[src/hw/rtl/fisr_pkg.sv]
// ----------------------------------------------------------------------------
// fisr_pkg
// Constants and helpers for the reciprocal square root pipeline.
// ----------------------------------------------------------------------------
`default_nettype none
package fisr_pkg;

  localparam logic [31:0] FISR_MAGIC        = 32'h5f3759df;
  localparam logic [31:0] FISR_HALF         = 32'h3f000000;
  localparam logic [31:0] FISR_THREE_HALVES = 32'h3fc00000;
  localparam logic [31:0] FISR_QNAN         = 32'h7fc00000;

  // leading zero count, 48 when all zero
  function automatic logic [5:0] clz48(input logic [47:0] v);
    logic [5:0] n;
    n = 6'd48;
    for (int i = 0; i < 48; i++) begin
      if (v[i]) n = 6'(47 - i);
    end
    return n;
  endfunction

endpackage
`default_nettype wire

[src/hw/rtl/fisr_fmul.sv]
// ----------------------------------------------------------------------------
// fisr_fmul
// Single-precision multiply, round to nearest even, three register stages:
// mantissa product, leading zero count, shift and round.
// ----------------------------------------------------------------------------
`default_nettype none
module fisr_fmul
  import fisr_pkg::*;
(
  input  wire logic        clk_i,
  input  wire logic        en_i,
  input  wire logic [31:0] a_i,
  input  wire logic [31:0] b_i,
  output logic      [31:0] p_o
);

  logic [7:0] ea, eb;
  logic       nan_a, nan_b, inf_a, inf_b, zero_a, zero_b;

  assign ea     = a_i[30:23];
  assign eb     = b_i[30:23];
  assign nan_a  = (ea == 8'hff) && (a_i[22:0] != '0);
  assign nan_b  = (eb == 8'hff) && (b_i[22:0] != '0);
  assign inf_a  = (ea == 8'hff) && (a_i[22:0] == '0);
  assign inf_b  = (eb == 8'hff) && (b_i[22:0] == '0);
  assign zero_a = (a_i[30:0] == '0);
  assign zero_b = (b_i[30:0] == '0);

  // stage 1
  logic               s1_sign_q, s1_nan_q, s1_inf_q;
  logic signed [9:0]  s1_exp_q;
  logic [47:0]        s1_prod_q;

  always_ff @(posedge clk_i) begin
    if (en_i) begin
      s1_sign_q <= a_i[31] ^ b_i[31];
      s1_nan_q  <= nan_a | nan_b | (inf_a & zero_b) | (inf_b & zero_a);
      s1_inf_q  <= inf_a | inf_b;
      s1_exp_q  <= $signed({2'b0, ((ea == '0) ? 8'd1 : ea)})
                 + $signed({2'b0, ((eb == '0) ? 8'd1 : eb)}) - 10'sd126;
      s1_prod_q <= {(ea != '0), a_i[22:0]} * {(eb != '0), b_i[22:0]};
    end
  end

  // stage 2
  logic [5:0]        lz;
  logic signed [9:0] e, k;
  logic              left_d;
  logic [5:0]        amt_d;

  assign lz = clz48(s1_prod_q);
  assign e  = s1_exp_q - $signed({4'b0, lz});
  assign k  = $signed({4'b0, lz}) + e - 10'sd1;

  always_comb begin
    left_d = 1'b1;
    amt_d  = lz;
    if (e < 10'sd1) begin
      if (k >= 10'sd0) begin
        amt_d = k[5:0];
      end else begin
        left_d = 1'b0;
        amt_d  = (-k > 10'sd63) ? 6'd63 : 6'(-k);
      end
    end
  end

  logic        s2_sign_q, s2_nan_q, s2_inf_q, s2_zero_q, s2_ovf_q, s2_left_q;
  logic [5:0]  s2_amt_q;
  logic [7:0]  s2_efield_q;
  logic [47:0] s2_prod_q;

  always_ff @(posedge clk_i) begin
    if (en_i) begin
      s2_sign_q   <= s1_sign_q;
      s2_nan_q    <= s1_nan_q;
      s2_inf_q    <= s1_inf_q;
      s2_zero_q   <= (s1_prod_q == '0);
      s2_ovf_q    <= (e >= 10'sd255);
      s2_left_q   <= left_d;
      s2_amt_q    <= amt_d;
      s2_efield_q <= (e < 10'sd1) ? 8'd0 : e[7:0];
      s2_prod_q   <= s1_prod_q;
    end
  end

  // stage 3
  logic [47:0] sh;
  logic        sticky, rnd;
  logic [30:0] mag;
  logic [31:0] p_d;

  always_comb begin
    if (s2_left_q) begin
      sh     = s2_prod_q << s2_amt_q;
      sticky = 1'b0;
    end else begin
      sh     = s2_prod_q >> s2_amt_q;
      sticky = |(s2_prod_q & ~({48{1'b1}} << s2_amt_q));
    end
    rnd = sh[23] & ((|sh[22:0]) | sticky | sh[24]);
    mag = {s2_efield_q, sh[46:24]} + 31'(rnd);
    priority if (s2_nan_q)  p_d = FISR_QNAN;
    else if (s2_inf_q)      p_d = {s2_sign_q, 8'hff, 23'd0};
    else if (s2_zero_q)     p_d = {s2_sign_q, 31'd0};
    else if (s2_ovf_q)      p_d = {s2_sign_q, 8'hff, 23'd0};
    else                    p_d = {s2_sign_q, mag};
  end

  logic [31:0] p_q;

  always_ff @(posedge clk_i) begin
    if (en_i) p_q <= p_d;
  end

  assign p_o = p_q;

endmodule
`default_nettype wire

[config.mk]
export PLATFORM = sky130hd
export DESIGN_NAME = fisr_fmul
export DESIGN_NICKNAME = d
export VERILOG_FILES = /design/src/hw/rtl/fisr_pkg.sv /design/src/hw/rtl/fisr_fmul.sv
export SDC_FILE = /design/constraint.sdc
export NUM_CORES = 2
export LEC_CHECK = 0
export BUFFER_PORTS_ARGS = -buffer_cell sky130_fd_sc_hd__buf_4
export CORE_MARGIN = 4
export CORE_UTILIZATION = 55
export CTS_CLUSTER_SIZE = 25
export DETAILED_ROUTE_END_ITERATION = 16
export PLACE_DENSITY = 0.69
export SLEW_MARGIN = 20
export SYNTH_ARGS = -nofsm -noshare
export SYNTH_HDL_FRONTEND = slang
export SYNTH_SLANG_ARGS = --single-unit
export TNS_END_PERCENT = 20
[constraint.sdc]
create_clock -name clk_i -period 16.31 [get_ports clk_i]
set_input_delay 0.8155 -clock clk_i [delete_from_list [all_inputs] [get_ports clk_i]]
set_output_delay 0.8155 -clock clk_i [all_outputs]
set_load 0.005 [all_outputs]
-- Word-level counts from Yosys, hierarchy flattened
Cells that the tools add are included.
- output and inout bits: 32
- flip-flop bits (word level): 161
- word-level logic and storage cells: 124
- input bits: 66
- equal/unequal tests: 2
- bitwise logic cells: 12
- magnitude comparators: 4
- add/subtract/negate cells: 7
- reduce and logical (&&, ||, !) cells: 19
- muxes and demuxes: 59
- shift-type cells: 3
- $mul: 1
- operators by type and width (operator ; number):
    $mux 6 ; 50
    $logic_not 31->1 ; 2
    $mux 31 ; 2
    $and 48x48->48 ; 1
    $logic_not 48->1 ; 1
    $mul 24x24->48 ; 1
    $not 48->48 ; 1
    $reduce_or 48->1 ; 1
    $shl 48x6->47 ; 1
    $shl 48x6->48 const A ; 1
    $shr 48x6->47 ; 1
    $mux 47 ; 1
    $logic_not 23->1 ; 2
    $reduce_bool 23->1 ; 2
    $add 31x1->31 ; 1
    $mux 23 ; 1
    $reduce_or 23->1 ; 1
    $eq 8x8->1 const B ; 2
    $logic_not 8->1 ; 2
    $mux 8 ; 2
    $reduce_bool 8->1 ; 2
    $add 7x10->10 ; 1
    $ge 10x1->1 const B ; 1
    $ge 10x9->1 const B ; 1
    other kinds (15) ; 26

-- Depth between registers and ports, before layout
- depth after elaboration: 56
- mapped depth: 29
- gate-level depth less buffers: 29

-- Least setup slack after synthesis
No wires, ideal clock.
- kind: in2reg
- start: input port b_i[6]
- end: register s1_prod_q[38], data pin
- data required time: 16052 ps
- path buffers: 2
- slack: 8404 ps
- data arrival time: 7648 ps
- cell stages on the path: 24
- setup time: 258 ps
- cell sequence: clkbuf_1 clkbuf_1 nand2_1 fa_1 inv_1 fa_1 fa_1 fa_1 fa_1 inv_1 fa_1 inv_1 fa_1 ha_1 a21o_1 a2111oi_2 a211oi_1 a221o_1 a311o_1 a21o_1 a21o_1 a21o_1 a21oi_1 xnor2_1
- longest elaborated chain between the ends: 1
- ends and longest elaborated chain (element ; line ; text):
    from (decl) ; fisr_fmul.sv:13 ; input wire logic [31:0] b_i,
    $mul 24x24->48 ; fisr_fmul.sv:41 ; s1_prod_q <= {(ea != '0), a_i[22:0]} * {(eb != '0), b_i[22:0]};
    to (signal assigned) ; fisr_fmul.sv:41 ;
    to (decl) ; fisr_fmul.sv:32 ; logic [47:0] s1_prod_q;
No other way between the ends.
A chain may end at the register's enable or synchronous reset.

-- Worst setup path after layout
- start: input port a_i[11]
- end: register s1_prod_q[45], data pin
- longest elaborated chain between the ends: 1
- ends and longest elaborated chain (element ; line ; text):
    from (decl) ; fisr_fmul.sv:12 ; input wire logic [31:0] a_i,
    $mul 24x24->48 ; fisr_fmul.sv:41 ;
No other way between the ends.

==> impl_metrics.toml <==
[sta]
setup_viol = 0
hold_viol = 0
period_share_pct = 49.22
worst_slew_pin_slew_ns = 1.117
fin_hold_ws_ns = 0.4278
max_freq_mhz = 124.6
skew_ns = 0.01388
rsz0062_at_grt = "false"
slew_viol_final = 0
relSlewSlack_pct = 24.74
period_needed_ns = 8.028
tns_ns = 0

[clock_network]
cts_tree = "built"
htree_num_levels = 4
path_clk_slew_ns = 0.07
cts_buffer_depth = 2
cts_root_buffer = "clkbuf_16"
cts_buffers = 17
postCtsResizedCells = 0
clock_latency_ns = 0.46
post-cts-setup-buffers = 0
postCtsHoldBufs = 0
cts.sinks = 161

[placed_design]
gp_congestion = 0.9614
dp.cells = 4098
port_buffers = 97
hpwlAfterDp_mm = 74.14

[cells_and_area]
drive_above_1_share_pct = 8.559
area_delta_synth_final_pct = 4.421
final_common_cell = "inv_1"
finalNonFillerCells = 4131
fin_util_pct = 58.27
final_cell_mix = "inv_1, fa_1, nand2_1"
nets = 4111

[floorplanning]
start_util_pct = 55.81
die_w_um = 250.4
io_pins = 98
core_area_um2 = 57920
dieArea_um2 = 62710
core.rowCount = 88
die_y_um = 250.4

[setup_path]
r2r_slack_ns = 9.32
critPathKind = "input pin to flop"
critPathLaunch = "a_i[11]"
end_kind = "flop"
r2r-start = "s1_prod_q[5]$_DFFE_PP_"
cp-endpoint = "s1_prod_q[45]$_DFFE_PP_"
r2r-end = "s2_amt_q[3]$_DFFE_PP_"
reg2reg_depth = 30
critPathLaunchType = "input pin"
crit_fanout = 25
critical_path_required_ns = 16.51
arrival_ns = 8.23

[logic_synthesis]
ys_types = 104
synth-simple-area-share_pct = 17.20
syn_nets = 4188
synthArstFlopShare_pct = 0
avgSynthCellArea_um2 = 9.426
ys_seq_elements = 161
synthMuxAreaShare_pct = 8.381
yosys_warnings = 0
synth-compound-area-share_pct = 9.020
synth_cells = 3429
synthXorXnorAreaFrac_pct = 2.733
synth_edf_count = 161
netlist_area_um2 = 32320
seq_area_frac_synth_pct = 14.96
synth_top_family_by_area = "adder cells"
synth-adder-area-share_pct = 38.19
synthFlopType = "edfxtp_1"

[routing]
vias_per_cell = 6.171
vias = 25490
wire_per_inst_um = 23.26
antenna_left = 0
drt_iter0_drc = 2512
wirelength_mm = 96.08
drtPass1Iterations = 6
drcViolationCount = 0

[global_route]
antenna_found_initial = 0
first_global_vias = 26850
top_usage_layer = "met2"
use_met1_pct = 38.37
grt_use_total_pct = 30.86
grt_use_met3_pct = 4.994
grt_pass1_wl_mm = 152.6
grt_max_degree = 91
use_met2_pct = 52.88
grt-ovfl-total = 0

[status]
status = "finished clean"

[min_path]
hold_path_class = "flop to flop"

[flow_run]
maxCapViolCount = 0
-- kinds of logic after synthesis --
kind of cell | Yosys count
flip-flops | 161
AND/OR/NAND/NOR | 1124
multiplexers | 161
buffers and inverters | 759
XOR/XNOR | 100
AO/OA/AOI/OAI | 428
adder cells (fa/ha/maj) | 696
-- flip-flops by register name, indices dropped and copies added, names as in the netlist --
name / cells
s1_nan_q: 1
s2_prod_q: 48
s2_sign_q: 1
p_o: 32
s1_prod_q: 48
s2_inf_q: 1
s2_zero_q: 1
s2_efield_q: 8
s2_left_q: 1
s1_exp_q: 10
s2_ovf_q: 1
s2_amt_q: 6
s1_inf_q: 1
s1_sign_q: 1
s2_nan_q: 1
-- worst min-delay path by stage --
stage / start / to / slack [ns] / depth (start not counted)
2_1_floorplan: s1_inf_q$_DFFE_PP_ / s2_inf_q$_DFFE_PP_ / 0.40 / 0
3_3_place_gp: s1_sign_q$_DFFE_PP_ / s2_sign_q$_DFFE_PP_ / 0.41 / 0
3_5_place_dp: s1_inf_q$_DFFE_PP_ / s2_inf_q$_DFFE_PP_ / 0.42 / 0
4_1_cts: s1_inf_q$_DFFE_PP_ / s2_inf_q$_DFFE_PP_ / 0.43 / 0
5_1_grt: s1_nan_q$_DFFE_PP_ / s2_nan_q$_DFFE_PP_ / 0.44 / 0
6_report: s1_inf_q$_DFFE_PP_ / s2_inf_q$_DFFE_PP_ / 0.43 / 0
-- Yosys cell counts, drive strengths merged (7+ instances only) --
cell / count / area, um^2
a211oi: 18 / 145.1
a21o: 25 / 187.7
a21oi: 100 / 500.5
a221oi: 7 / 61.31
a22oi: 9 / 67.56
a31oi: 23 / 143.9
and2: 241 / 1508
and3: 13 / 86.33
and4: 7 / 62.56
buf: 52 / 425.4
clkbuf: 165 / 619.3
edfxtp: 161 / 4835
fa: 485 / 9709
ha: 208 / 2603
inv: 542 / 2034
mux2: 23 / 262.8
mux2i: 58 / 580.6
mux4: 80 / 1866
nand2: 471 / 1768
nand2b: 28 / 175.2
nand3: 39 / 195.2
nand4: 25 / 156.4
nor2: 149 / 566.8
nor2b: 17 / 106.4
nor3: 42 / 226.5
nor4: 38 / 259.0
o211ai: 12 / 90.09
o21a: 12 / 90.09
o21ai: 71 / 359.1
o21bai: 7 / 52.55
o221ai: 9 / 85.08
o22ai: 28 / 175.2
o31ai: 22 / 170.2
o32ai: 8 / 70.07
or2: 16 / 100.1
or3: 10 / 72.57
xnor2: 57 / 506.7
xor2: 43 / 376.6
-- per-layer routing --
metal,routed length [um],vias up
met5,0,-
met2,47100,1274
met4,5252,0
met3,7296,295
li1,-,11150
met1,36430,12780
-- layout make-up --
type	count	area, um^2
Antenna cell	1	2.502
Clock buffer	17	425.4
Clock inverter	15	172.7
Fill cell	5051	24170
Inverter	542	2034
Multi-Input combinational cell	2509	24410
Sequential cell	161	4835
Tap cell	765	957.2
Timing Repair Buffer	121	915.9
-- worst max-delay path, stage by stage --
cell and delay, ns:
buf_4 0.31, nand2_1 0.15, fa_1 0.56, inv_1 0.05
fa_1 0.53, fa_1 0.44, fa_1 0.50, fa_1 0.54
inv_1 0.05, fa_1 0.48, inv_1 0.05, fa_1 0.47
ha_1 0.38, a21o_1 0.21, a2111oi_2 0.77, and2_1 0.26
a311oi_1 0.06, nor2_1 0.29, o21ai_0 0.29, a311o_1 0.40
a21o_1 0.22, a221oi_1 0.32, xnor2_1 0.10
-- stage by stage --
| stage | area, um^2 | setup WS, ns |
|---|---|---|
| after floorplan | 32320 | 8.404 |
| after global placement | 33150 | 8.029 |
| after detailed placement | 33150 | 7.882 |
| after CTS | 33740 | 8.352 |
| after global routing | 33750 | 7.921 |
| final | 33750 | 8.282 |
Power is not shown: default switching activity piles up to over one toggle a cycle in this logic, so the estimate is an artifact.
