[src/hw/rtl/fisr_pkg.sv]
// ----------------------------------------------------------------------------
// fisr_pkg
// Constants and helpers for the reciprocal square root pipeline.
// ----------------------------------------------------------------------------
`default_nettype none
package fisr_pkg;

  localparam logic [31:0] FISR_MAGIC        = 32'h5f3759df;
  localparam logic [31:0] FISR_HALF         = 32'h3f000000;
  localparam logic [31:0] FISR_THREE_HALVES = 32'h3fc00000;
  localparam logic [31:0] FISR_QNAN         = 32'h7fc00000;

  // leading zero count, 48 when all zero
  function automatic logic [5:0] clz48(input logic [47:0] v);
    logic [5:0] n;
    n = 6'd48;
    for (int i = 0; i < 48; i++) begin
      if (v[i]) n = 6'(47 - i);
    end
    return n;
  endfunction

endpackage
`default_nettype wire

[src/hw/rtl/fisr_fadd.sv]
// ----------------------------------------------------------------------------
// fisr_fadd
// Single-precision add, round to nearest even, four register stages:
// swap, align and add, leading zero count, normalize and round.
// ----------------------------------------------------------------------------
`default_nettype none
module fisr_fadd
  import fisr_pkg::*;
(
  input  wire logic        clk_i,
  input  wire logic        en_i,
  input  wire logic [31:0] a_i,
  input  wire logic [31:0] b_i,
  output logic      [31:0] s_o
);

  logic [31:0] x, y;
  logic [7:0]  ex, ey, exe, eye, d;
  logic        nan_a, nan_b, inf_a, inf_b;

  assign x     = (a_i[30:0] >= b_i[30:0]) ? a_i : b_i;
  assign y     = (a_i[30:0] >= b_i[30:0]) ? b_i : a_i;
  assign ex    = x[30:23];
  assign ey    = y[30:23];
  assign exe   = (ex == '0) ? 8'd1 : ex;
  assign eye   = (ey == '0) ? 8'd1 : ey;
  assign d     = exe - eye;
  assign nan_a = (a_i[30:23] == 8'hff) && (a_i[22:0] != '0);
  assign nan_b = (b_i[30:23] == 8'hff) && (b_i[22:0] != '0);
  assign inf_a = (a_i[30:23] == 8'hff) && (a_i[22:0] == '0);
  assign inf_b = (b_i[30:23] == 8'hff) && (b_i[22:0] == '0);

  // stage 1
  logic        s1_sgn_q, s1_sub_q, s1_nan_q, s1_inf_q, s1_isgn_q;
  logic [7:0]  s1_ex_q;
  logic [4:0]  s1_d_q;
  logic [23:0] s1_mx_q, s1_my_q;

  always_ff @(posedge clk_i) begin
    if (en_i) begin
      s1_sgn_q  <= x[31];
      s1_sub_q  <= a_i[31] ^ b_i[31];
      s1_nan_q  <= nan_a | nan_b | (inf_a & inf_b & (a_i[31] ^ b_i[31]));
      s1_inf_q  <= inf_a | inf_b;
      s1_isgn_q <= inf_a ? a_i[31] : b_i[31];
      s1_ex_q   <= exe;
      s1_d_q    <= (d > 8'd31) ? 5'd31 : d[4:0];
      s1_mx_q   <= {(ex != '0), x[22:0]};
      s1_my_q   <= {(ey != '0), y[22:0]};
    end
  end

  // stage 2
  logic [26:0] yx, yal, xx;

  assign yx  = {s1_my_q, 3'b0};
  assign xx  = {s1_mx_q, 3'b0};
  assign yal = (yx >> s1_d_q) | 27'(|(yx & ~({27{1'b1}} << s1_d_q)));

  logic        s2_sgn_q, s2_sub_q, s2_nan_q, s2_inf_q, s2_isgn_q;
  logic [7:0]  s2_ex_q;
  logic [27:0] s2_sum_q;

  always_ff @(posedge clk_i) begin
    if (en_i) begin
      s2_sgn_q  <= s1_sgn_q;
      s2_sub_q  <= s1_sub_q;
      s2_nan_q  <= s1_nan_q;
      s2_inf_q  <= s1_inf_q;
      s2_isgn_q <= s1_isgn_q;
      s2_ex_q   <= s1_ex_q;
      s2_sum_q  <= s1_sub_q ? ({1'b0, xx} - {1'b0, yal}) : ({1'b0, xx} + {1'b0, yal});
    end
  end

  // stage 3
  logic [5:0] lz;
  logic [7:0] lim;
  logic [4:0] amt_d;

  assign lz    = clz48({s2_sum_q[26:0], 21'h1fffff});
  assign lim   = s2_ex_q - 8'd1;
  assign amt_d = ({2'b0, lz} < lim) ? lz[4:0] : lim[4:0];

  logic        s3_sgn_q, s3_sub_q, s3_nan_q, s3_inf_q, s3_isgn_q, s3_zero_q;
  logic [4:0]  s3_amt_q;
  logic [8:0]  s3_e_q;
  logic [27:0] s3_sum_q;

  always_ff @(posedge clk_i) begin
    if (en_i) begin
      s3_sgn_q  <= s2_sgn_q;
      s3_sub_q  <= s2_sub_q;
      s3_nan_q  <= s2_nan_q;
      s3_inf_q  <= s2_inf_q;
      s3_isgn_q <= s2_isgn_q;
      s3_zero_q <= (s2_sum_q == '0);
      s3_amt_q  <= amt_d;
      s3_e_q    <= s2_sum_q[27] ? ({1'b0, s2_ex_q} + 9'd1)
                                : ({1'b0, s2_ex_q} - {4'b0, amt_d});
      s3_sum_q  <= s2_sum_q;
    end
  end

  // stage 4
  logic [26:0] n;
  logic [7:0]  efield;
  logic        rnd;
  logic [30:0] mag;
  logic [31:0] s_d;

  always_comb begin
    n      = s3_sum_q[27] ? {s3_sum_q[27:2], s3_sum_q[1] | s3_sum_q[0]}
                          : (s3_sum_q[26:0] << s3_amt_q);
    efield = n[26] ? s3_e_q[7:0] : 8'd0;
    rnd    = n[2] & (n[1] | n[0] | n[3]);
    mag    = {efield, n[25:3]} + 31'(rnd);
    priority if (s3_nan_q)      s_d = FISR_QNAN;
    else if (s3_inf_q)          s_d = {s3_isgn_q, 8'hff, 23'd0};
    else if (s3_zero_q)         s_d = {s3_sgn_q & ~s3_sub_q, 31'd0};
    else if (s3_e_q >= 9'd255)  s_d = {s3_sgn_q, 8'hff, 23'd0};
    else                        s_d = {s3_sgn_q, mag};
  end

  logic [31:0] s_q;

  always_ff @(posedge clk_i) begin
    if (en_i) s_q <= s_d;
  end

  assign s_o = s_q;

endmodule
`default_nettype wire

[config.mk]
export PLATFORM = sky130hd
export DESIGN_NAME = fisr_fadd
export DESIGN_NICKNAME = d
export VERILOG_FILES = /design/src/hw/rtl/fisr_pkg.sv /design/src/hw/rtl/fisr_fadd.sv
export SDC_FILE = /design/constraint.sdc
export NUM_CORES = 1
export LEC_CHECK = 0
export ABC_AREA = 1
export BUFFER_PORTS_ARGS = -buffer_cell sky130_fd_sc_hd__buf_4
export CORE_ASPECT_RATIO = 0.8
export CORE_MARGIN = 4
export CORE_UTILIZATION = 63
export DETAILED_ROUTE_END_ITERATION = 7
export PLACE_DENSITY = 0.82
export SKIP_LAST_GASP = 1
export SLEW_MARGIN = 20
export SYNTH_ARGS = -nofsm -noshare
export SYNTH_HDL_FRONTEND = slang
export SYNTH_SLANG_ARGS = --single-unit
[constraint.sdc]
create_clock -name clk_i -period 6.1 [get_ports clk_i]
set_clock_uncertainty 0.1 [all_clocks]
set_input_delay 0.915 -clock clk_i [delete_from_list [all_inputs] [get_ports clk_i]]
set_output_delay 0.915 -clock clk_i [all_outputs]
set_load 0.005 [all_outputs]
# Word-level counts from Yosys, hierarchy flattened

Cells that the tools add are included.

Register bits after elaboration: 187
Input bits: 66
Output and inout bits: 32
Logic and storage cells: 115

Add/subtract/negate cells: 7
$lt $le $gt $ge: 4
Equality and inequality tests: 2
Shifts and indexed selects: 3
Mux-type cells: 40
Bitwise gates (word level): 15
Reductions and logical operators: 16

Operators by type and width:

| kind                                              | count |
|---|---|
| two-way mux 6 bit                                 | 26 |
| two-way mux 32 bit                                | 3 |
| two-way mux 31 bit                                | 2 |
| zero test 23 bit                                  | 2 |
| nonzero test 23 bit                               | 2 |
| adder 31 x 1 -> 31 bit                            | 1 |
| >= comparator 31 bit                              | 1 |
| adder 27 x 27 -> 28 bit                           | 1 |
| zero test 28 bit                                  | 1 |
| two-way mux 28 bit                                | 1 |
| subtractor 27 x 27 -> 28 bit                      | 1 |
| bitwise AND 27 bit                                | 1 |
| two-way mux 27 bit                                | 1 |
| inverter 27 bit                                   | 1 |
| bitwise OR 27 x 1 -> 27 bit                       | 1 |
| OR reduction 27 bit                               | 1 |
| << shifter 27 x 5 -> 27 bit                       | 1 |
| << shifter 27 x 5 -> 27 bit, first input constant | 1 |
| >> shifter 27 x 5 -> 27 bit                       | 1 |
| two-way mux 8 bit                                 | 3 |
| == test 8 bit, second input constant              | 2 |
| zero test 8 bit                                   | 2 |
| nonzero test 8 bit                                | 2 |
| adder 8 x 1 -> 9 bit, second input constant       | 1 |
| other kinds (16)                                  | 28 |

# Longest topological paths before layout

Gate-level depths: netlist (run 1).

Depth in word-level cells: 31
Depth in mapped cells: 49
Mapped depth without buffers: 49

# Least setup slack after synthesis (run 1)

Ideal clock, no wire load.

Path type: input -> register
Start: input b_i[2]
End: register s1_d_q[4] (data pin)
Library setup time: 0.264 ns
Arrival: 4.632 ns
Required time: 5.736 ns
Path slack: 1.104 ns
Stages on the path: 27
Path buffers: 2
Cell sequence: inv_1 > ha_1 > nand2_1 > nor2_1 > a211oi_1 > o221ai_1 > a41oi_1 > o221ai_1 > a21oi_1 > o31ai_2 > clkbuf_1 > clkbuf_1 > nand2_1 > o21ai_0 > nand2_1 > nand2_1 > ha_1 > inv_1 > fa_1 > nand3_1 > and2_1 > nor2_1 > o21ai_0 > nand2_1 > xor2_1 > and3b_1 > o21ai_0

Cells in the longest elaborated chain, start to end: 6
Elaborated cells between the ends (all ways): 9
Classes of those cells: add/sub (1); order compare (2); mux (4); reduce/logical (2)

RTL lines:

| item                                                            | line                             | RTL |
|---|---|---|
| start: declaration                                              | fisr_fadd.sv:13                  | `input wire logic [31:0] b_i,` |
| >= comparator 31 bit (*)                                        | fisr_fadd.sv:21, fisr_fadd.sv:22 |  |
| two-way mux 32 bit / two-way mux 31 bit (equally long branches) | fisr_fadd.sv:21, fisr_fadd.sv:22 |  |
| zero test 8 bit, on equally long branches                       | fisr_fadd.sv:25, fisr_fadd.sv:26 |  |
| two-way mux 8 bit, on equally long branches                     | fisr_fadd.sv:25, fisr_fadd.sv:26 |  |
| subtractor 8 bit (*)                                            | fisr_fadd.sv:27                  | `assign d = exe - eye;` |
| greater-than comparator 8 x 5 -> 1 bit                          | fisr_fadd.sv:47                  | `s1_d_q <= (d > 8'd31) ? 5'd31 : d[4:0];` |
| end signal: assignment                                          | fisr_fadd.sv:47                  |  |
| end: declaration                                                | fisr_fadd.sv:36                  | `logic [4:0] s1_d_q;` |

Mark *: on every way between the ends. The rest lies on a longest branch, timed or not.
A chain may end at the register's enable or synchronous reset.

# Worst setup path in the final report (run 1)

Start: register s1_d_q[0]
End: register s2_sum_q[25] (data pin)

Cells in the longest elaborated chain, start to end: 7
Elaborated cells between the ends (all ways): 9
Classes of those cells: add/sub (2); shift (2); mux (1); bitwise (3); reduce/logical (1)

RTL lines:

| item                                                                           | line            | RTL |
|---|---|---|
| << shifter 27 x 5 -> 27 bit                                                    | fisr_fadd.sv:58 | `assign yal = (yx >> s1_d_q) \| 27'(\|(yx & ~({27{1'b1}} << s1_d_q)));` |
| inverter 27 bit                                                                | fisr_fadd.sv:58 |  |
| bitwise AND 27 bit                                                             | fisr_fadd.sv:58 |  |
| OR reduction 27 bit                                                            | fisr_fadd.sv:58 |  |
| bitwise OR 27 x 1 -> 27 bit (*)                                                | fisr_fadd.sv:58 |  |
| adder 27 x 27 -> 28 bit / subtractor 27 x 27 -> 28 bit (equally long branches) | fisr_fadd.sv:72 | `s2_sum_q <= s1_sub_q ? ({1'b0, xx} - {1'b0, yal}) : ({1'b0, xx} + {1'b0, yal});` |
| two-way mux 28 bit (*)                                                         | fisr_fadd.sv:72 |  |
| end signal: assignment                                                         | fisr_fadd.sv:72 |  |
| end: declaration                                                               | fisr_fadd.sv:62 | `logic [27:0] s2_sum_q;` |

Marked as above.

==> results.rst, run 1 <==
.. list-table::
   :header-rows: 1

   * - Metric
     - Value
   * - Run status
     - completed
   * - Half-perimeter wire length after detailed placement
     - approximately 35 mm
   * - EDFF count, synth
     - 187
   * - Min Tclk post-route
     - 5.48 ns
   * - Routability cong.
     - about 1.0
   * - Clock H-tree levels
     - 4
   * - Async set or reset register ratio after synthesis
     - 0%
   * - Pre-antenna DRT Iters
     - 6
   * - Fraction of final layout cells with drive strength greater than 1
     - 10.6%
   * - Reg-to-reg critical path endpoint
     - s2_sum_q[25]
   * - Commonest cells after routing, fill and taps aside
     - sky130_fd_sc_hd__nand2_1 (432), sky130_fd_sc_hd__inv_1 (296), sky130_fd_sc_hd__edfxtp_1 (187), sky130_fd_sc_hd__o21ai_0 (186), sky130_fd_sc_hd__nor2_1 (155)
   * - Depth of the most critical reg-to-reg path
     - 30
   * - Number of max-slew violations in the final report
     - 0
   * - Starting density of the core
     - approximately 64%
   * - Initial antenna violation count
     - 2
   * - Boundary Pins
     - 98
   * - Detailed router's first-iteration violation count
     - approximately 2000
   * - Worst skew pair latency
     - roughly 0.45 ns
   * - Number of buffers inserted for hold repair after clock tree synthesis
     - 0
   * - Largest net degree at the start of global routing
     - between 100 and 150
   * - Type of destination of the critical path
     - register
   * - Post-DRT Antenna Nets
     - 0
   * - Routed len/inst
     - roughly 19 um
   * - Launch point of the worst reg-to-reg path
     - s1_d_q[0]
   * - GRT Residual Overflow
     - 0
   * - Unrepaired setup endpoints after global routing
     - false
   * - Hold path endpoint
     - s3_nan_q
   * - Most common flop cell mapped by yosys
     - sky130_fd_sc_hd__edfxtp_1
   * - Final worst slack
     - roughly 0.62 ns
   * - Width of the die
     - about 180 um
   * - Static leakage
     - between 7 and 8 nW
   * - Post-detailed-routing wire length
     - 44.2 mm
   * - Arrival time at the worst endpoint
     - between 5 and 6 ns
   * - Relative area change from synthesis to final layout
     - 10.5%
   * - Endpoints failing hold
     - 0
   * - Post-cts gate resize count
     - 0
   * - Setup repair bufs after CTS
     - 0
   * - Classification of the worst setup path
     - register to register
   * - Largest family of logic cells by synthesized area
     - simple AND/OR/NAND/NOR gates
   * - Adder-cell share of the synthesized area
     - under 10%
   * - Area of all placed cells without fillers
     - approximately 17000 sq um
   * - XOR/XNOR share of the synthesized area
     - under 10%
   * - Maximum capacitance violations
     - 0
   * - Commonest non-fill, non-tap cell in the layout
     - sky130_fd_sc_hd__nand2_1
   * - Number of standard-cell rows in the floorplan
     - 50
   * - Hold Crit Class
     - register to register
   * - Post-Synthesis Net Count
     - 2128
   * - Cell area after placement
     - 15900 sq um
   * - Total vias in the final route
     - roughly 14000
   * - Fin Setup TNS
     - 0 ns
   * - Residual DRC
     - 0
   * - Clock transition at the registers of the reported paths
     - 0.08 ns
   * - Worst-case vdd ir drop
     - between 200 and 250 uV
   * - Mux contribution to synthesized area
     - 1.40%
   * - Simple-gate share of the synthesized area
     - about a fifth
   * - Yosys Warn Count
     - 0
   * - Compound-gate portion of the synthesized area
     - approximately 18%
   * - Total global routing track utilization
     - roughly 33%
   * - Cell at the slowest stage of the critical path
     - sky130_fd_sc_hd__edfxtp_1
   * - Num CTS Buffers
     - 17
   * - Worst rel slew slack
     - 31.1%
   * - Hold Crit Depth
     - 0
   * - Worst slack at placement
     - approximately 0.25 ns
   * - Clock tree from TritonCTS
     - built
   * - Total number of clock tree sinks
     - ~190
   * - Number of register bits inferred by synthesis
     - 187
   * - Count of nets after finishing
     - ~2200
   * - Setup Viol. Count Final
     - 0
   * - Part of the cycle the worst path needs
     - roughly nine tenths
   * - Worst path max stage delay
     - 0.59 ns
   * - Netlist cell types
     - 65
   * - Number of global-route vias before repair
     - 12900
   * - Number of instances in the synthesized netlist
     - between 1500 and 2000
   * - CTS root buffer
     - sky130_fd_sc_hd__clkbuf_16
   * - Floorplan die height
     - 146 um
   * - Sequential share of the synthesized area
     - 37.5%
   * - Port bufs
     - 97
   * - Avg Synthesized Cell Area
     - about 7.7 sq um
   * - Mean number of vias per cell
     - approximately 6
   * - Core ar.
     - 23400 sq um
   * - Crit path required time
     - just over 6 ns
   * - Fmax
     - roughly 180 MHz
   * - Hold path start
     - s2_nan_q
   * - CTS max path bufs
     - 2
   * - Antenna diode count
     - 0
   * - Worst reg-to-reg setup slack
     - 0.62 ns
   * - Mapped Area
     - around 15000 sq um
   * - Die Footprint
     - approximately 26000 sq um
   * - Global-route wire length before repair
     - 69.4 mm
   * - Total power per unit cell area
     - about 340 nW/um^2
   * - Launching element type of the critical path
     - register
   * - Pin slew with the least headroom to its limit
     - roughly 1.0 ns
   * - Maximum fanout along the worst path
     - 13
==> cells in the mapped netlist (16+ instances only) <==
cell | instances | area share, %
sky130_fd_sc_hd__mux2i_1 | 21 | 1.4
sky130_fd_sc_hd__edfxtp_1 | 187 | 37
sky130_fd_sc_hd__xor2_1 | 38 | 2.2
sky130_fd_sc_hd__o21ai_2 | 16 | 0.94
sky130_fd_sc_hd__ha_1 | 104 | 8.7
sky130_fd_sc_hd__clkbuf_1 | 24 | 0.60
sky130_fd_sc_hd__nand2_1 | 432 | 11
sky130_fd_sc_hd__nand4_1 | 29 | 1.2
sky130_fd_sc_hd__o21ai_1 | 51 | 1.7
sky130_fd_sc_hd__nand3_1 | 65 | 2.2
sky130_fd_sc_hd__o21ai_0 | 186 | 6.2
sky130_fd_sc_hd__a21oi_1 | 113 | 3.8
sky130_fd_sc_hd__nor3_1 | 22 | 0.73
sky130_fd_sc_hd__inv_1 | 296 | 7.4
sky130_fd_sc_hd__nor2_1 | 155 | 3.9
==> state kept, by name, indices dropped and copies added (netlist names), 5 cells and up <==
| register | cells |
|---|---|
| s3_e_q | 9 |
| s1_mx_q | 24 |
| s1_d_q | 5 |
| s3_sum_q | 28 |
| s2_sum_q | 28 |
| s1_ex_q | 8 |
| s1_my_q | 24 |
| s2_ex_q | 8 |
| s3_amt_q | 5 |
| s_o | 32 |
==> critical path, delay by kind of cell, from the launching register on <==
kind	cells	cell delay, ns
AOI/OAI and AO/OA	9	1.67
adders and majority gates	2	0.60
and+or+nand+nor	15	1.67
DFF	1	0.59
xor gates and xnor gates	1	0.09
buffers and inverters	3	0.49
==> metrics by stage <==
stage	util [%]	total power [mW]	hold WS [ns]	std cells
finish	70.8	5.57	0.323	2354
global route	70.8	5.92	0.328	2354
CTS	70.8	5.50	0.323	2354
detailed placement	68.1	4.30	0.305	2322
global placement	68.1	4.23	0.301	2322
floorplan	-	3.58	0.300	1955
==> cell type report <==
type | instances | area (sq um)
fill | 1903 | 6840
clock buffer | 17 | 425
sequential | 187 | 5620
inverter | 313 | 1170
tap | 312 | 390
timing repair buffer | 118 | 890
multi-input combinational | 1392 | 7860
clock inverter | 15 | 203
==> worst max path at each step <==
stage / depth (start not counted) / startpoint / endpoint / slack, ns
floorplan: 27 / b_i[2] / s1_d_q[4] / 1.10
global placement: 27 / b_i[2] / s1_d_q[4] / 0.42
CTS: 28 / b_i[2] / s1_d_q[4] / 0.73
global route: 27 / b_i[2] / s1_d_q[4] / 0.16
finish: 30 / s1_d_q[0] / s2_sum_q[25] / 0.62
detailed placement: 27 / b_i[2] / s1_d_q[4] / 0.25
==> report_power, final <==
part | internal, mW | switching [mW]
Sequential | 1.74 | 0.220
Clock | 0.629 | 0.560
Combinational | 0.809 | 1.61
==> metal layers <==
metal	GRT usage [%]	wire, um	up-vias
met4	6.84	704	0
met3	6.65	5290	67
met1	51.2	19700	6511
li1	-	-	6765
met5	0	0	-
met2	48.1	18500	849
==> cell families after synthesis <==
logic type,after synthesis
buffers and inverters,376
AND/OR/NAND/NOR,753
XOR/XNOR,46
adder cells (fa/ha/maj),107
AO/OA/AOI/OAI,465
multiplexers,21
flip-flops,187
No activity file was read; power rests on OpenSTA's default activity.
==> run 2: changes to the inputs <==
- PLACE_DENSITY: 0.82 -> 0.93
==> run 2 against run 1 <==
Against the previous run: final area hardly changed; non-clock buffer count up 6; count of clock-buffer cells in the layout did not move; combinational power up 2%; total power is 1.4% lower; sequential share of layout area about the same.
==> results.rst, run 2 (synthesis gave the netlist of run 1 again) <==
.. list-table::
   :header-rows: 1

   * - Metric
     - Value
   * - Run status
     - completed
   * - Post-Place Cells
     - 2328
   * - Worst skew pair latency
     - 0.45 ns
   * - Gate family responsible for the most delay along the worst path
     - simple AND/OR/NAND/NOR gates
   * - Type of destination of the critical path
     - register
   * - Number of global-route vias before repair
     - 13100
   * - Hold Crit Class
     - register to register
   * - Relative area change from synthesis to final layout
     - 10.5%
   * - Post-detailed-routing wire length
     - around 43 mm
   * - Pin slew with the least headroom to its limit
     - ~0.97 ns
   * - Cell Int Power
     - slightly above 3 mW
   * - Number of standard-cell rows in the floorplan
     - 50
   * - Endpoints failing hold
     - 0
   * - Commonest cells after routing, fill and taps aside
     - sky130_fd_sc_hd__nand2_1 (432), sky130_fd_sc_hd__inv_1 (296), sky130_fd_sc_hd__edfxtp_1 (187), sky130_fd_sc_hd__o21ai_0 (186), sky130_fd_sc_hd__nor2_1 (155)
   * - Routability cong.
     - roughly 1
   * - Clock transition at the registers of the reported paths
     - 0.08 ns
   * - Clock network fraction of design power
     - around a fifth
   * - Worst slack at placement
     - approximately 0.2 ns
   * - Worst path max stage delay
     - 0.68 ns
   * - Mean number of vias per cell
     - between 5 and 6
   * - Residual DRC
     - 0
   * - Worst reg-to-reg setup slack
     - between 0.4 and 0.5 ns
   * - Detailed router's first-iteration violation count
     - about 2000
   * - Total power per unit cell area
     - ~330 nW/um^2
   * - Boundary Pins
     - 98
   * - Pre-antenna DRT Iters
     - 8
   * - Total global routing track utilization
     - between 30% and 40%
   * - Num CTS Buffers
     - 17
   * - Most common cell type on the critical path
     - sky130_fd_sc_hd__nand2_1
   * - Largest register FFs
     - 32
   * - Arrival time at the worst endpoint
     - 5.73 ns
   * - Final worst slack
     - between 0.4 and 0.5 ns
   * - Area of all placed cells without fillers
     - approximately 17000 sq um
   * - Largest net degree at the start of global routing
     - about 110
   * - Part of the cycle the worst path needs
     - between 90% and 100%
   * - Worst rel slew slack
     - between 30% and 40%
   * - Routed len/inst
     - about 18 um
   * - Floorplan die height
     - 146 um
   * - Cell area after placement
     - roughly 16000 sq um
   * - Min Tclk post-route
     - between 5 and 6 ns
   * - Crit path required time
     - between 6 and 7 ns
   * - Initial antenna violation count
     - 0
   * - Clock tree from TritonCTS
     - built
   * - Switching power as a share of total power
     - approximately 43%
   * - Launching element type of the critical path
     - register
   * - Reported net switching power
     - between 2 and 2.5 mW
   * - Post-DRT Antenna Nets
     - 0
   * - Non-filler instance count after layout
     - ~2400
   * - Half-perimeter wire length after detailed placement
     - 33.8 mm
   * - Worst-case vdd ir drop
     - around 230 uV
   * - FILL cells
     - ~1900
   * - Maximum fanout along the worst path
     - 25
   * - Count of nets after finishing
     - 2208
   * - Post-cts gate resize count
     - 0
   * - Total vias in the final route
     - about 14000
   * - GRT Residual Overflow
     - 0
   * - Die Footprint
     - ~26000 sq um
   * - Total number of clock tree sinks
     - ~190
   * - Sequential group share of total power
     - 35.4%
   * - Number of max-slew violations in the final report
     - 0
   * - Cell at the slowest stage of the critical path
     - sky130_fd_sc_hd__edfxtp_1
   * - Fmax
     - 178 MHz
   * - Commonest non-fill, non-tap cell in the layout
     - sky130_fd_sc_hd__nand2_1
   * - Power share of the combinational group
     - approximately 45%
   * - Setup repair bufs after CTS
     - 0
   * - Global-route wire length before repair
     - between 60 and 70 mm
   * - Starting density of the core
     - between 60% and 70%
   * - Setup Viol. Count Final
     - 0
   * - Clock H-tree levels
     - 4
   * - Maximum capacitance violations
     - 0
   * - CTS max path bufs
     - 2
   * - Fraction of final layout cells with drive strength greater than 1
     - 10.8%
   * - Post-layout util
     - 70.7%
   * - Core ar.
     - approximately 23000 sq um
   * - Antenna diode count
     - 0
   * - Unrepaired setup endpoints after global routing
     - false
   * - Port bufs
     - 97
   * - CTS root buffer
     - sky130_fd_sc_hd__clkbuf_16
   * - Number of buffers inserted for hold repair after clock tree synthesis
     - 0
   * - Worst path bufs/invs
     - 4
   * - Classification of the worst setup path
     - register to register
   * - Static leakage
     - about 7.5 nW
   * - Width of the die
     - approximately 180 um
   * - Fin Setup TNS
     - 0 ns
==> run 2: cell types whose count changed in the layout (fill, tap and decap cells not counted) <==
cell / delta
sky130_fd_sc_hd__buf_4: +6
sky130_fd_sc_hd__bufinv_16: -2
sky130_fd_sc_hd__clkinv_2: -1
sky130_fd_sc_hd__clkinv_4: -1
sky130_fd_sc_hd__clkinvlp_4: +1
sky130_fd_sc_hd__inv_6: +3
sky130_fd_sc_hd__inv_8: -1
==> run 2: metal layers <==
metal / part of all wire, % / global-route usage, %
met5: 0 / 0
met3: 13 / 10.5
met4: 2.1 / 8.24
met2: 42 / 47.3
met1: 43 / 46.0
==> run 2: cell type report <==
class                   instances  area, sq um  area share, %
multi-input cells            1392         7860           47.5
flip-flops and latches        187         5620           33.9
clock buffers                  17          425           2.57
inverters                     313         1170           7.10
well taps                     312          390           2.36
clock inverters                14          151          0.915
repair buffers                124          935           5.65
==> run 2: power by group through the flow <==
| stage | clock network [mW] | logic, mW | registers [mW] |
|---|---|---|---|
| after global placement | 0 | 2.29 | 1.95 |
| after floorplan | 0 | 1.71 | 1.86 |
| final | 1.09 | 2.46 | 1.94 |
| after CTS | 1.09 | 2.39 | 1.93 |
| after detailed placement | 0 | 2.36 | 1.96 |
| after global routing | 1.15 | 2.73 | 1.97 |
==> run 2: final timing paths <==
path                    from           end  cells past startpoint
setup / recovery   s1_d_q[0]  s2_sum_q[25]                     33
setup reg to reg   s1_d_q[0]  s2_sum_q[25]                     33
hold reg to reg   s1_ex_q[3]    s2_ex_q[3]                      0
hold / removal    s1_ex_q[3]    s2_ex_q[3]                      0
==> run 2: worst register-to-register path, delay by kind of cell, from the launching register on <==
| kind | cells | cell delay, ns |
|---|---|---|
| AOI/OAI and AO/OA | 9 | 1.42 |
| buffers and inverters | 4 | 0.70 |
| adders and majority gates | 2 | 0.58 |
| and+or+nand+nor | 17 | 1.82 |
| xor gates and xnor gates | 1 | 0.10 |
| DFF | 1 | 0.68 |
==> run 2: stage by stage <==
| step | hold slack [ns] | power (mW) |
|---|---|---|
| after floorplan | 0.300 | 3.58 |
| after global placement | 0.303 | 4.24 |
| after detailed placement | 0.305 | 4.32 |
| after CTS | 0.320 | 5.41 |
| after global routing | 0.329 | 5.85 |
| final | 0.317 | 5.49 |
